## src/rtl/tcm_pkg.sv

```systemverilog
`timescale 1ns / 1ps

package tcm_pkg;

    // Coordinates and box registers are signed Q16.16 words.
    localparam int COORD_W = 32;
    localparam int PRIM_W = 24;
    localparam int NUM_AXES = 3;
    localparam int NUM_VERTS = 3;
    localparam int NUM_REGS = 6;
    localparam int CFG_IDX_W = 3;

    // Sum of three coordinates, and three times a box bound.
    localparam int SUM_W = COORD_W + 2;
    // Numerator and denominator of the cell division; both stay below 2^34.
    localparam int REM_W = COORD_W + 2;

    // Register indexes of the configuration port.
    localparam logic [CFG_IDX_W-1:0] REG_BOX_MIN_X = 3'd0;
    localparam logic [CFG_IDX_W-1:0] REG_BOX_MIN_Y = 3'd1;
    localparam logic [CFG_IDX_W-1:0] REG_BOX_MIN_Z = 3'd2;
    localparam logic [CFG_IDX_W-1:0] REG_BOX_MAX_X = 3'd3;
    localparam logic [CFG_IDX_W-1:0] REG_BOX_MAX_Y = 3'd4;
    localparam logic [CFG_IDX_W-1:0] REG_BOX_MAX_Z = 3'd5;

    localparam logic [COORD_W-1:0] BOX_MIN_RESET = 32'd0;
    localparam logic [COORD_W-1:0] BOX_MAX_RESET = 32'd65536;

    // Control that travels with a word along the divider chain.
    typedef struct packed {
        logic                valid;
        logic [NUM_AXES-1:0] sat;
        logic [PRIM_W-1:0]   prim;
    } cell_ctl_t;

endpackage

```

## src/rtl/tcm_cell.sv

```systemverilog
`timescale 1ns / 1ps

module tcm_cell
#(
    parameter int BITS = 10
)
(
    input  logic                                              clk,
    input  logic                                              rst_n,
    input  logic                                              en,
    input  logic [tcm_pkg::NUM_AXES-1:0][tcm_pkg::REM_W-1:0]  den,
    input  tcm_pkg::cell_ctl_t                                in_ctl,
    input  logic [tcm_pkg::NUM_AXES-1:0][tcm_pkg::REM_W-1:0]  in_rem,
    input  logic [tcm_pkg::NUM_AXES-1:0][BITS-1:0]            in_quo,
    output tcm_pkg::cell_ctl_t                                out_ctl,
    output logic [tcm_pkg::NUM_AXES-1:0][tcm_pkg::REM_W-1:0]  out_rem,
    output logic [tcm_pkg::NUM_AXES-1:0][BITS-1:0]            out_quo
);

    localparam int RW = tcm_pkg::REM_W;

    tcm_pkg::cell_ctl_t                         ctl_reg;
    logic [tcm_pkg::NUM_AXES-1:0][RW-1:0]       rem_reg;
    logic [tcm_pkg::NUM_AXES-1:0][RW-1:0]       rem_next;
    logic [tcm_pkg::NUM_AXES-1:0][BITS-1:0]     quo_reg;
    logic [tcm_pkg::NUM_AXES-1:0][BITS-1:0]     quo_next;

    // One restoring step per axis: the remainder doubles and the divisor comes off
    // when it fits, which yields the next quotient bit.
    always_comb
    begin
        logic [RW:0] dbl;
        logic        fits;
        for (int a = 0; a < tcm_pkg::NUM_AXES; a++)
        begin
            dbl = {in_rem[a], 1'b0};
            fits = dbl >= {1'b0, den[a]};
            rem_next[a] = fits ? RW'(dbl - {1'b0, den[a]}) : dbl[RW-1:0];
            quo_next[a] = {in_quo[a][BITS-2:0], fits};
        end
    end

    always_ff @(posedge clk or negedge rst_n)
    begin
        if (!rst_n)
        begin
            ctl_reg <= '0;
        end
        else if (en)
        begin
            ctl_reg <= in_ctl;
        end
    end

    always_ff @(posedge clk)
    begin
        if (en)
        begin
            rem_reg <= rem_next;
            quo_reg <= quo_next;
        end
    end

    assign out_ctl = ctl_reg;
    assign out_rem = rem_reg;
    assign out_quo = quo_reg;

    a_rem_below_den: assert property (@(posedge clk) disable iff (!rst_n)
        ctl_reg.valid |-> ((rem_reg[0] == '0 || rem_reg[0] < den[0])
                        && (rem_reg[1] == '0 || rem_reg[1] < den[1])
                        && (rem_reg[2] == '0 || rem_reg[2] < den[2])))
        else $error("division remainder not below divisor");

    a_sat_zero_rem: assert property (@(posedge clk) disable iff (!rst_n)
        ctl_reg.valid |-> ((!ctl_reg.sat[0] || rem_reg[0] == '0)
                        && (!ctl_reg.sat[1] || rem_reg[1] == '0)
                        && (!ctl_reg.sat[2] || rem_reg[2] == '0)))
        else $error("saturated axis carries a remainder");

    a_hold_on_stall: assert property (@(posedge clk) disable iff (!rst_n)
        !en |=> $stable(ctl_reg.valid))
        else $error("cell valid changed while stalled");

endmodule

```

## config.mk

```make
export PLATFORM = sky130hd
export DESIGN_NAME = tcm_cell
export DESIGN_NICKNAME = d
export VERILOG_FILES = /design/src/rtl/tcm_pkg.sv /design/src/rtl/tcm_cell.sv
export SDC_FILE = /design/constraint.sdc
export NUM_CORES = 1
export LEC_CHECK = 0
export ABC_AREA = 1
export BUFFER_PORTS_ARGS = -buffer_cell sky130_fd_sc_hd__buf_2
export CAP_MARGIN = 15
export CORE_UTILIZATION = 44
export DETAILED_ROUTE_END_ITERATION = 12
export PLACE_DENSITY = 0.8
export RECOVER_POWER = 25
export SETUP_SLACK_MARGIN = 0.05
export SLEW_MARGIN = 40
export SYNTH_ARGS = -nofsm -noshare
export SYNTH_HDL_FRONTEND = slang
export SYNTH_SLANG_ARGS = --single-unit
```

## constraint.sdc

```tcl
create_clock -name clk -period 2.65 [get_ports clk]
set_clock_uncertainty 0.15 [all_clocks]
set_input_delay 0.1325 -clock clk [delete_from_list [all_inputs] [get_ports clk]]
set_output_delay 0.1325 -clock clk [all_outputs]
set_load 0.02 [all_outputs]
```

# After elaboration in Yosys (flattened, before gate mapping)
# Index checks and enable logic that the tools add are counted.
# totals
regBits	160
inputBits	265
output_inout_bits	160
word_cells	21
# op_classes
addsub	3
magnitude_cmp	3
n_mux	3
# ops
operator	n
>= comparator 35 x 34 -> 1 bit	3
two-way mux 34 bit	3
subtractor 34 bit	3

# Longest topological paths before layout
# logic_depth
depth_word	2
ltp_mapped	17
ltp_nobuf	15

# Worst setup path before layout
# OpenSTA, ideal clock, no wires.
# synth_timing
path_kind	input to register
from	in den[2] in the netlist's numbering
to	reg rem_reg (netlist bit out_rem[26]) (data pin)
arrival_ps	1552
path_slack_ps	695
path_stages	16
path_buffers	2
cell_sequence	inv_1 ha_1 buf_6 nand2_2 nand2_2 nor2_4 inv_2 nand2_1 nand3_2 nand2_2 nand2_2 nand2_2 nand2_4 buf_4 nand3_1 nand2_1
# synth_rtl
item	line	source
from (decl)	tcm_cell.sv:11	input logic [tcm_pkg::NUM_AXES-1:0][tcm_pkg::REM_W-1:0] den,
to (signal assigned)	tcm_cell.sv:59	rem_reg <= rem_next;
to (decl)	tcm_cell.sv:23	logic [tcm_pkg::NUM_AXES-1:0][RW-1:0] rem_reg;

==> metrics.yaml <==
cp-end-kind: "flop"
dr_total_vias: 15500
synth_cell_type_count: 36
min_path_type: "input port to async pin"
wl_per_cell_microns: 15.8
cellLeakagePower_uw: 0.0106
syn_inst: 2112
clock_sinks: 160
clk_latency_ns: 0.45
cp_common_cell: "nand2_1"
cts_root_buffer: "clkbuf_16"
crit_slowest_cell: "dlygate4sd3_1"
status: "finished, violations left"
worstMarginPinSlew_ns: 2.45
required_ns: 2.70
min_period_ns: 2.53
critPathMaxStageDelay_ns: 0.53
globalplace.congestion: 0.966
dieArea_sq_mm: 0.0329
overflow: 0
failed_checks: "max-capacitance violations, max-slew violations"
fp.dieH_microns: 181
final_layout_size_suffix_gt1_frac: 0.211
io_pins: 425
area_growth_syn_to_layout_pct: 34.4
synth.avg_cell_area_sq_um: 6.70
io_buffers: 421
antenna_found_initial: 10
syn_area_sq_mm: 0.0141
combPwrFrac: 0.376
dr.pass1.iters: 8
finalSetupTns_ns: 0
crit_fanout: 7
timing.rr.start: "out_ctl[10]"
clockBufferDepth: 2
drc_errors: 0
drtAntennaViolNets: 0
critical_path_class: "input port to flop"
nNetsFinal: 3083
cp_cell_sequence: "dlygate4sd3_1, buf_2, ha_1, nand2_1, nor2_2, nor2_4, o21ai_1, nand2_1, nand2_1, nand2_1, nand2_1, nand2_1, nand3_1, nand2_1"
track_usage: 0.298
cts_htree_levels: 4
grt_max_degree: 98
slew_headroom: -0.632
p_seq_frac: 0.348
viasPerCell: 4.96
crit_arrival_ns: 2.58
grt_pass1_vias: 15200
wl_microns: 49400
p_clk_frac: 0.276
rsz0062_at_grt: "no"
drt_iter0_markers: 1156
ys.warnings.count: 0
setup.worst_path.start_class: "input port"
p_sw_uw: 3530
yosysSeqAreaShare: 0.330
ys_ff_latch: 160
p_sw_frac: 0.376
p_int_uw: 5850
reg2reg_slack_ns: 1.68
finalHoldViolCount: 0
synth_area_leaders: "edfxtp_1, nand2_1, inv_1, ha_1, dfrtp_1"
reg2reg_to: "out_ctl[10]"
peakVddDrop_mv: 0.433
row_count: 65
cts_tree: "done"
setup_viol: 0
syn_nets: 2482
period_share: 0.953
synth.top_cell.area_share: 0.280
clkSlewWorstSetupHoldPaths_ns: 0.07
maxCapViolCount: 2
die_width_microns: 181
p_per_area_mw_per_mm2: 494
start_util: 0.448
grt_pass1_wl_microns: 76700
ff2ff_path_depth: 1
cts_made_buffers: 17
dp_hpwl_microns: 37600
utilization: 0.602
yosysTopAreaCell: "edfxtp_1"
core_sq_mm: 0.0316
final_max_slew_viol_count: 162
achievable-frequency_mhz: 396
setup.worst_path.start: "in_rem[1]"
-- cells in the mapped netlist --
cell type and number:
edfxtp_1 132, or2_2 2, inv_6 2, inv_2 6
buf_6 8, nor4_1 1, o21ai_0 34, inv_1 391
nand2_4 3, nand2_1 850, nor2_4 2, and3_1 1
nand2_2 33, nor3_1 16, nor2_1 170, a21oi_1 82
nand3b_1 20, nand4_1 11, buf_2 2, mux2_2 28
dfrtp_1 28, buf_8 2, fa_1 3, a21o_1 1
nand3_2 3, nor3_2 1, clkbuf_1 1, ha_1 102
inv_4 1, nor2_2 4, xnor2_1 8, buf_4 9
o21bai_1 6, nand3_1 102, xor2_1 46, nor4_2 1
-- logic make-up after synthesis --
family	after synthesis	synth area share
DFF	160	0.330
buffers and inverters	422	0.121
AOI/OAI and AO/OA	123	0.0448
and+or+nand+nor	1220	0.354
xor gates and xnor gates	54	0.0334
adders and majority gates	105	0.0945
muxes	28	0.0223
-- how the worst max path moves through the flow --
stage | end | slack (ns) | cells after the start
CTS | out_rem[23] | 0.10 | 14
floorplan | out_rem[26] | 0.69 | 16
global route | out_rem[37] | 0.06 | 14
finish | out_rem[23] | 0.12 | 14
detailed placement | out_rem[23] | 0.17 | 13
global placement | out_rem[67] | 0.24 | 14
-- layout by cell type (no fill, tap or decap), types with 7 or more instances in the layout --
cell,Yosys,layout
a21oi_1,82,76
edfxtp_1,132,132
nand3_1,102,102
buf_2,2,418
nand2_2,33,37
inv_1,391,391
nand3b_1,20,20
dfrtp_1,28,28
o21ai_0,34,33
nor3_1,16,15
xnor2_1,8,8
clkbuf_16,0,20
inv_6,2,9
nand2_1,850,846
nor2_1,170,168
diode_2,0,7
xor2_1,46,46
nand4_1,11,11
buf_4,9,22
mux2_2,28,28
dlygate4sd3_1,0,157
ha_1,102,102
-- metrics by stage --
step | hold WS, ns | setup WS, ns | cell area, sq um | cells | total power (uW)
floorplan | -0.313 | 0.695 | 14100 | 2112 | 5420
global placement | -0.00754 | 0.242 | 16800 | 2938 | 6500
detailed placement | 0.0224 | 0.172 | 16800 | 2938 | 6540
CTS | 0.0393 | 0.103 | 19000 | 3127 | 9330
global route | 0.124 | 0.0561 | 19000 | 3133 | 9860
finish | 0.0894 | 0.125 | 19000 | 3135 | 9380
-- final cells by class --
| cell class | count | area [sq um] |
|---|---|---|
| Clock buffer | 21 | 504 |
| Fill cell | 2827 | 12600 |
| Inverter | 400 | 1520 |
| Sequential cell | 160 | 4660 |
| Tap cell | 402 | 503 |
| Antenna cell | 7 | 17.5 |
| Clock inverter | 11 | 101 |
| Multi-Input combinational cell | 1530 | 7810 |
| Timing Repair Buffer | 604 | 3880 |
-- state kept, by name (all words and copies together) (netlist names) --
name	cells
out_ctl	28
out_rem	102
out_quo	30
-- worst max-delay path: cells and delay by family --
family / cells / cell delay (ns)
adder cells (fa/ha/maj): 1 / 0.43
AND/OR/NAND/NOR: 10 / 1.11
AO/OA/AOI/OAI: 1 / 0.23
buffers and inverters: 2 / 0.67
-- power groups by stage --
stage	Clock, uW	Combinational (uW)	Sequential (uW)
final	2590	3530	3260
after global routing	2720	3850	3290
after detailed placement	0	3250	3300
after global placement	0	3200	3290
after floorplan	0	1700	3710
after CTS	2630	3450	3250
-- metal layers --
metal  GRT usage  part of all wire  vias to the layer above
li1            -                 -                     7750
met1       0.355              0.41                     6954
met2       0.518              0.48                      697
met3      0.0498             0.068                      134
met4       0.150             0.045                        2
met5           0           0.00028                        -
-- what timing repair did --
item | in CTS | in global routing
setup endpoints to repair | 0 | 98
gates resized for setup | 0 | 19
setup buffers | 0 | 1
endpoints found under the hold margin | 184 | 0
hold buffers | 157 | 0
No activity file was read; power rests on OpenSTA's default activity.
