[src/rtl/tcm_pkg.sv]
`timescale 1ns / 1ps

package tcm_pkg;

    // Coordinates and box registers are signed Q16.16 words.
    localparam int COORD_W = 32;
    localparam int PRIM_W = 24;
    localparam int NUM_AXES = 3;
    localparam int NUM_VERTS = 3;
    localparam int NUM_REGS = 6;
    localparam int CFG_IDX_W = 3;

    // Sum of three coordinates, and three times a box bound.
    localparam int SUM_W = COORD_W + 2;
    // Numerator and denominator of the cell division; both stay below 2^34.
    localparam int REM_W = COORD_W + 2;

    // Register indexes of the configuration port.
    localparam logic [CFG_IDX_W-1:0] REG_BOX_MIN_X = 3'd0;
    localparam logic [CFG_IDX_W-1:0] REG_BOX_MIN_Y = 3'd1;
    localparam logic [CFG_IDX_W-1:0] REG_BOX_MIN_Z = 3'd2;
    localparam logic [CFG_IDX_W-1:0] REG_BOX_MAX_X = 3'd3;
    localparam logic [CFG_IDX_W-1:0] REG_BOX_MAX_Y = 3'd4;
    localparam logic [CFG_IDX_W-1:0] REG_BOX_MAX_Z = 3'd5;

    localparam logic [COORD_W-1:0] BOX_MIN_RESET = 32'd0;
    localparam logic [COORD_W-1:0] BOX_MAX_RESET = 32'd65536;

    // Control that travels with a word along the divider chain.
    typedef struct packed {
        logic                valid;
        logic [NUM_AXES-1:0] sat;
        logic [PRIM_W-1:0]   prim;
    } cell_ctl_t;

endpackage

[src/rtl/tcm_front.sv]
`timescale 1ns / 1ps

module tcm_front
(
    input  logic                                                  clk,
    input  logic                                                  rst_n,
    input  logic                                                  en,
    input  logic                                                  in_valid,
    input  logic [tcm_pkg::NUM_VERTS*tcm_pkg::NUM_AXES-1:0][tcm_pkg::COORD_W-1:0] vert,
    input  logic [tcm_pkg::PRIM_W-1:0]                            prim,
    input  logic [tcm_pkg::NUM_AXES-1:0][tcm_pkg::COORD_W-1:0]    box_min,
    input  logic [tcm_pkg::NUM_AXES-1:0][tcm_pkg::COORD_W-1:0]    box_max,
    output tcm_pkg::cell_ctl_t                                    ctl,
    output logic [tcm_pkg::NUM_AXES-1:0][tcm_pkg::REM_W-1:0]      rem,
    output logic [tcm_pkg::NUM_AXES-1:0][tcm_pkg::REM_W-1:0]      den
);

    localparam int SW = tcm_pkg::SUM_W;
    localparam int RW = tcm_pkg::REM_W;

    // Box terms follow the registers through a register of their own, which does not stall.
    logic [tcm_pkg::NUM_AXES-1:0][SW-1:0] lo3_reg;
    logic [tcm_pkg::NUM_AXES-1:0][RW-1:0] den_reg;
    logic [tcm_pkg::NUM_AXES-1:0][RW-1:0] den_next;
    logic [tcm_pkg::NUM_AXES-1:0]         empty_reg;
    logic [tcm_pkg::NUM_AXES-1:0]         empty_next;

    logic                                 valid1_reg;
    logic [tcm_pkg::PRIM_W-1:0]           prim1_reg;
    logic [tcm_pkg::NUM_AXES-1:0][SW-1:0] sum1_reg;

    tcm_pkg::cell_ctl_t                   ctl_reg;
    tcm_pkg::cell_ctl_t                   ctl_next;
    logic [tcm_pkg::NUM_AXES-1:0][RW-1:0] rem_reg;
    logic [tcm_pkg::NUM_AXES-1:0][RW-1:0] rem_next;

    always_comb
    begin
        logic [RW-1:0] span;
        for (int a = 0; a < tcm_pkg::NUM_AXES; a++)
        begin
            span = RW'($signed(box_max[a])) - RW'($signed(box_min[a]));
            empty_next[a] = $signed(box_max[a]) <= $signed(box_min[a]);
            // An empty axis gets the largest divisor so that its quotient stays zero.
            den_next[a] = empty_next[a] ? '1 : span + (span << 1);
        end
    end

    always_ff @(posedge clk)
    begin
        for (int a = 0; a < tcm_pkg::NUM_AXES; a++)
        begin
            lo3_reg[a] <= SW'($signed(box_min[a])) + (SW'($signed(box_min[a])) << 1);
            den_reg[a] <= den_next[a];
            empty_reg[a] <= empty_next[a];
        end
    end

    always_ff @(posedge clk or negedge rst_n)
    begin
        if (!rst_n)
        begin
            valid1_reg <= 1'b0;
            ctl_reg <= '0;
        end
        else if (en)
        begin
            valid1_reg <= in_valid;
            ctl_reg <= ctl_next;
        end
    end

    always_ff @(posedge clk)
    begin
        if (en)
        begin
            prim1_reg <= prim;
            for (int a = 0; a < tcm_pkg::NUM_AXES; a++)
            begin
                sum1_reg[a] <= SW'($signed(vert[a])) + SW'($signed(vert[3 + a]))
                               + SW'($signed(vert[6 + a]));
            end
            rem_reg <= rem_next;
        end
    end

    always_comb
    begin
        logic signed [RW:0] num;
        logic               neg;
        logic               over;
        ctl_next.valid = valid1_reg;
        ctl_next.prim = prim1_reg;
        ctl_next.sat = '0;
        rem_next = '0;
        for (int a = 0; a < tcm_pkg::NUM_AXES; a++)
        begin
            num = $signed({sum1_reg[a][SW-1], sum1_reg[a]})
                  - $signed({lo3_reg[a][SW-1], lo3_reg[a]});
            neg = num[RW];
            over = !neg && (num[RW-1:0] >= den_reg[a]);
            // Below the box or an empty extent gives zero; at or past the top it saturates.
            ctl_next.sat[a] = over && !empty_reg[a];
            rem_next[a] = (neg || over || empty_reg[a]) ? '0 : num[RW-1:0];
        end
    end

    assign ctl = ctl_reg;
    assign rem = rem_reg;
    assign den = den_reg;

endmodule

[config.mk]
export PLATFORM = sky130hd
export DESIGN_NAME = tcm_front
export DESIGN_NICKNAME = d
export VERILOG_FILES = /design/src/rtl/tcm_pkg.sv /design/src/rtl/tcm_front.sv
export SDC_FILE = /design/constraint.sdc
export NUM_CORES = 2
export LEC_CHECK = 0
export BUFFER_PORTS_ARGS = -buffer_cell sky130_fd_sc_hd__buf_2
export CORE_MARGIN = 4
export CORE_UTILIZATION = 30
export CTS_CLUSTER_DIAMETER = 60
export DETAILED_ROUTE_END_ITERATION = 12
export REMOVE_ABC_BUFFERS = 1
export SETUP_SLACK_MARGIN = 0.02
export SYNTH_ARGS = -nofsm -noshare
export SYNTH_HDL_FRONTEND = slang
export SYNTH_SLANG_ARGS = --single-unit
export TNS_END_PERCENT = 1
[constraint.sdc]
create_clock -name clk -period 6 [get_ports clk]
set_input_delay 0 -clock clk [delete_from_list [all_inputs] [get_ports clk]]
set_output_delay 0 -clock clk [all_outputs]
set_load 0.1 [all_outputs]
## Yosys cells after proc, flatten, opt, wreduce, memory -nomap -nowiden

Cells that the tools add are included.

- Bitwise logic cells: 0
- $mul: 0
- Eq/ne operators: 0
- Shift operators: 0
- Div/mod/pow operators: 0
- Multiplexer cells: 0
- Magnitude comparators: 6
- Reduce and logical (&&, ||, !) cells: 18
- Add/sub/neg operators: 18

Operator list:

| cell | count |
|---|---|
| $sub A34 B34 Y35 | 3 |
| $add A32 B33 Y34 | 3 |
| $add A33 B32 Y34 | 3 |
| $add A34 B34 Y34 | 3 |
| $ge A34 B34 Y1 | 3 |
| $add A32 B32 Y33 | 3 |
| $sub A32 B32 Y33 | 3 |
| $le A32 B32 Y1 | 3 |
| $logic_and A1 B1 Y1 | 6 |
| $logic_not A1 Y1 | 6 |
| $logic_or A1 B1 Y1 | 6 |

- Output and inout port bits: 232
- Bits in latches: 0
- Flip-flop bits (word level): 464
- Memories: 0
- Word-level logic and storage cells: 60
- RAM bits: 0
- ROM bits: 0

## Logic depth before layout (Yosys ltp)

- Depth after elaboration: 5
- Mapped depth: 25
- Depth with buffers taken out: 25

## Worst setup path before layout

No wires, ideal clock.

- Path kind: register to register
- Start point: register sum1_reg[0] (netlist name)
- End point: register rem_reg (netlist bit rem[20]), data pin
- Data arrival time: 4.621 ns
- Setup slack: 1.107 ns
- Path buffers: 2
- Period minus slack after synthesis: 4.893 ns
- Cell stages (with the launch flop): 25
- Cells stage by stage: edfxtp_1 inv_1 ha_1 inv_1 fa_1 a21oi_1 o21bai_1 a31o_1 a221o_1 a21o_1 a21o_1 a21o_1 a221o_1 xor2_1 ha_1 nand4_1 nor2_1 and3_1 nand3_1 o211ai_1 o21ai_0 o211ai_1 clkbuf_1 clkbuf_1 nor4b_1

- Longest elaborated chain between the ends: 5
- Elaborated cells on any way between the ends: 6
- Classes of those cells: add/sub (1); order compare (1); reduce/logical (4)

RTL lines:

| what | line | RTL |
|---|---|---|
| from (decl) | tcm_front.sv:30 | `logic [tcm_pkg::NUM_AXES-1:0][SW-1:0] sum1_reg;` |
| from (signal, indexed assignment) | tcm_front.sv:80 | `sum1_reg[a] <= SW'($signed(vert[a])) + SW'($signed(vert[3 + a]))` |
| $sub A34 B34 Y35 * | tcm_front.sv:99 | `- $signed({lo3_reg[a][SW-1], lo3_reg[a]});` |
| $ge A34 B34 Y1 / $logic_not A1 Y1 (equally long branches) | tcm_front.sv:101 | `over = !neg && (num[RW-1:0] >= den_reg[a]);` |
| $logic_and A1 B1 Y1 | tcm_front.sv:101 |  |
| $logic_or A1 B1 Y1 (2 in a row) | tcm_front.sv:104 | `rem_next[a] = (neg \|\| over \|\| empty_reg[a]) ? '0 : num[RW-1:0];` |
| to (signal assigned) | tcm_front.sv:83 | `rem_reg <= rem_next;` |
| to (decl) | tcm_front.sv:34 | `logic [tcm_pkg::NUM_AXES-1:0][RW-1:0] rem_reg;` |

Mark *: on every way between the ends. The rest lies on a longest branch, timed or not.
A chain may end at the register's enable or synchronous reset.

## Worst setup path in the final report

- Start point: register sum1_reg[34] (netlist name)
- End point: register rem_reg (netlist bit rem[57]), data pin

The elaborated chain is that of the path after synthesis.

==> summary.txt <==
Run status
  – Status: finished clean

Timing
  – Peak Freq: 174.6 MHz
  – Least-Margin Pin Slew: 1.226 ns
  – Setup ws final: 0.2713 ns
  – Fin crit period: 5.729 ns
  – Clk_skew: 0.03435 ns
  – Tcrit/Tclk final: 95.48%
  – Hold WS: 0.02709 ns
  – Relative slew slack: 18.29%
  – RSZ-0062 raised after global routing: yes
  – Setup Viol. Count Final: 0
  – Fin. max-slew vios: 0
  – Final hold violation count: 0
  – Setup_tns: 0 ns

Clock network
  – Clk slew on worst S/H paths: 0.06 ns
  – Clk buf depth: 3
  – Clk_lat worst skew: 0.66 ns
  – Inserted Clock Buffers: 72
  – CTS root buffer: clkbuf_16
  – H-tree depth: 3
  – CTS Sinks: 464
  – CTS tree: yes

Synth
  – Top-area cell type share of the netlist area: 17.54%
  – Post-synth EDFFs: 228
  – Cell accounting for the most synthesized area: ha_1
  – Syn_area_per_cell: 9.075 sq um
  – Top post-synthesis cells by area: ha_1 (18%), edfxtp_1 (16%), dfxtp_1 (9.9%)
  – Asr flop ratio synth: 6.250%
  – Post-synthesis sequential area ratio: 27.93%
  – Syn Std Cell Area: 0.04195 sq mm
  – Main flop type after synthesis: edfxtp_1
  – Number of synthesized register bits: 464
  – Synth warnings: 0
  – Count of cell types in the netlist: 90
  – Post-Synthesis Cells: 4622

Drt
  – Via count: 38496
  – DRC: 0
  – Post-Route WL: 151100 microns
  – Antenna viol nets, final: 0
  – DR iter-0 viols: 2412
  – DR WL/cell: 19.81 microns
  – Drt pass-1 iters: 5
  – DR vias/cell: 5.047

Floorplanning
  – Row Count: 136
  – Die span in x: 381.9 microns
  – Die height: 381.9 microns
  – Top-level port count: 740
  – Core box area: 0.1382 sq mm
  – Die ar.: 0.1459 sq mm
  – Initial Utilization: 30.36%

Critical path
  – Crit path cell chain: inv_1 -> ha_1 -> fa_1 -> and2b_1 -> o31ai_1 -> a2111oi_2 -> o21ai_1 -> nor3_2 -> a211o_1 -> a31oi_2 -> o41ai_1 -> xor2_1 -> ha_1 -> a21o_1 -> a21oi_1 -> nand4_1 -> o31a_1 -> or2_2 -> or2_2 -> nor2b_1
  – Worst EP arrival: 6.22 ns
  – Crit-path max cell delay: 0.46 ns
  – Critical path's top delay family: compound AO/OA/AOI/OAI gates
  – CP required: 6.49 ns
  – CP max-delay cell: a2111oi_2
  – Crit Path Max Fanout: 9
  – CP Launch Type: flip-flop
  – CP startpoint: sum1_reg[34]
  – Crit path buffers/inverters: 1
  – CP endpoint kind: flip-flop
  – Critical path class: reg -> reg
  – Reg2reg start: sum1_reg[34]

Layout
  – Area growth syn-to-layout: 27.53%
  – Fin area: 0.05349 sq mm
  – Layout cell share with drive strength beyond 1: 16.82%
  – Core Util, Final: 38.71%
  – # fillers: 14063
  – Cell Count, Final, Fillers Out: 7627
  – Fin nets: 6908

Power
  – Seq pwr share: 19.8%
  – Worst-case vdd ir drop: 0.4737 mV
  – Gate power share: 64.2%
  – Lkg Pwr: 25.75 nW
  – Sw Share: 52.89%
  – Power per cell area: 498.9 mW/mm^2
  – Pint: 12.57 mW
  – Clock power frac: 15.9%
  – Total Power: 26.69 mW
  – Net switching power: 14.12 mW

GRT
  – Gr ovfl total: 0
  – Initial antenna violation count: 29
  – First-pass GRT wire length: 226100 microns
  – Vias in the first global route: 38375
  – Largest net degree at the start of global routing: 128
  – GRT Util Overall: 20.03%

Place
  – Place WS: 0.1593 ns
  – Dpl cells: 7180
  – I/O Buffers: 739
  – Gpl congestion: 0.9510
  – DP HPWL: 127000 microns
  – DP Area: 0.04793 sq mm

Run
  – Max_cap viols: 0

Hold path
  – Hold/Removal Path Class: in -> async
per-layer routing:
metal	share of wire, %	GRT usage [%]
met1	42	24.78
met2	48	35.26
met3	6.5	4.055
met4	3.0	5.477
met5	0.065	0
power groups by stage:
stage               sequential [mW]  clock [mW]  combinational (mW)
floorplan                      9.30           0                8.31
global placement               5.41           0                16.6
detailed placement             5.39           0                16.7
CTS                            5.34        4.37                17.1
global route                   5.37        4.50                18.6
finish                         5.29        4.26                17.1
synthesized netlist by cell type, drive strengths merged, types with 28 or more instances:
master / instances
dfxtp: 207
nor3b: 35
ha: 588
a21o: 292
nand3: 91
a31oi: 47
mux2: 30
a211oi: 53
xor2: 139
o21ai: 217
edfxtp: 228
fa: 111
nor2: 231
and2: 61
dfrtp: 29
nor2b: 73
nor3: 71
inv: 462
nor4b: 31
clkbuf: 48
nand4: 57
nand2: 279
o21a: 57
a21oi: 397
xnor2: 255
and3: 52
o211ai: 28
o21bai: 74
nand2b: 64
final timing paths:
path,end,slack (ns),depth (start not counted)
min in group clk,lo3_reg[101],0.04,2
max in group asynchronous,ctl[21],5.43,3
setup / recovery,rem[57],0.27,20
hold / removal,ctl[13],0.03,3
setup reg to reg,rem[57],0.27,20
hold reg to reg,ctl[9],0.47,1
cells by family after synthesis:
kind of cell / after synthesis / share of synthesized area, %
AO/OA/AOI/OAI: 1378 / 21.62
XOR/XNOR: 394 / 8.227
adder cells (fa/ha/maj): 699 / 22.84
buffers and inverters: 529 / 4.779
flip-flops: 464 / 27.93
multiplexers: 35 / 0.9247
AND/OR/NAND/NOR: 1123 / 13.68
worst min-delay path, cell delays in order:
cell           delay (ns)
dlygate4sd3_1        0.52
buf_2                0.10
buf_4                0.58
layout by cell type, fill, tap and decap left out, drive strengths merged, types with 29 or more instances in the layout:
master,Yosys,layout
o21a,57,57
buf,19,763
clkbuf,48,86
dlygate4sd3,0,309
xor2,139,139
inv,462,480
nand2,279,279
nor2b,73,73
nor3,71,71
o21bai,74,74
a211oi,53,53
o21ai,217,217
edfxtp,228,228
and2,61,61
fa,111,111
and3,52,52
ha,588,588
a21o,292,292
a21oi,397,397
mux2,30,30
nor4b,31,31
nor2,231,231
nand3,91,91
nor3b,35,35
dfrtp,29,29
nand2b,64,64
xnor2,255,255
a31oi,47,47
dfxtp,207,207
nand4,57,57
timing repair:
| item | 4_1_cts | 5_1_grt |
|---|---|---|
| hold buffers | 309 | 0 |
| setup buffers | 0 | 1 |
| endpoints found under the hold margin | 255 | 0 |
| gates resized for setup | 0 | 5 |
| endpoints found under the setup margin | 0 | 57 |
cell type report:
class                   instances  area (sq um)  share of cell area, %
multi-input cells            3629         28270                  52.85
flip-flops and latches        464         11720                  21.90
repair buffers               1072          6994                  13.08
well taps                    1863          2331                  4.358
clock buffers                  86          1938                  3.623
inverters                     462          1734                  3.242
clock inverters                48         498.0                 0.9309
diodes                          3         7.507                0.01403
Note: power is estimated with default switching activity, not from simulation.
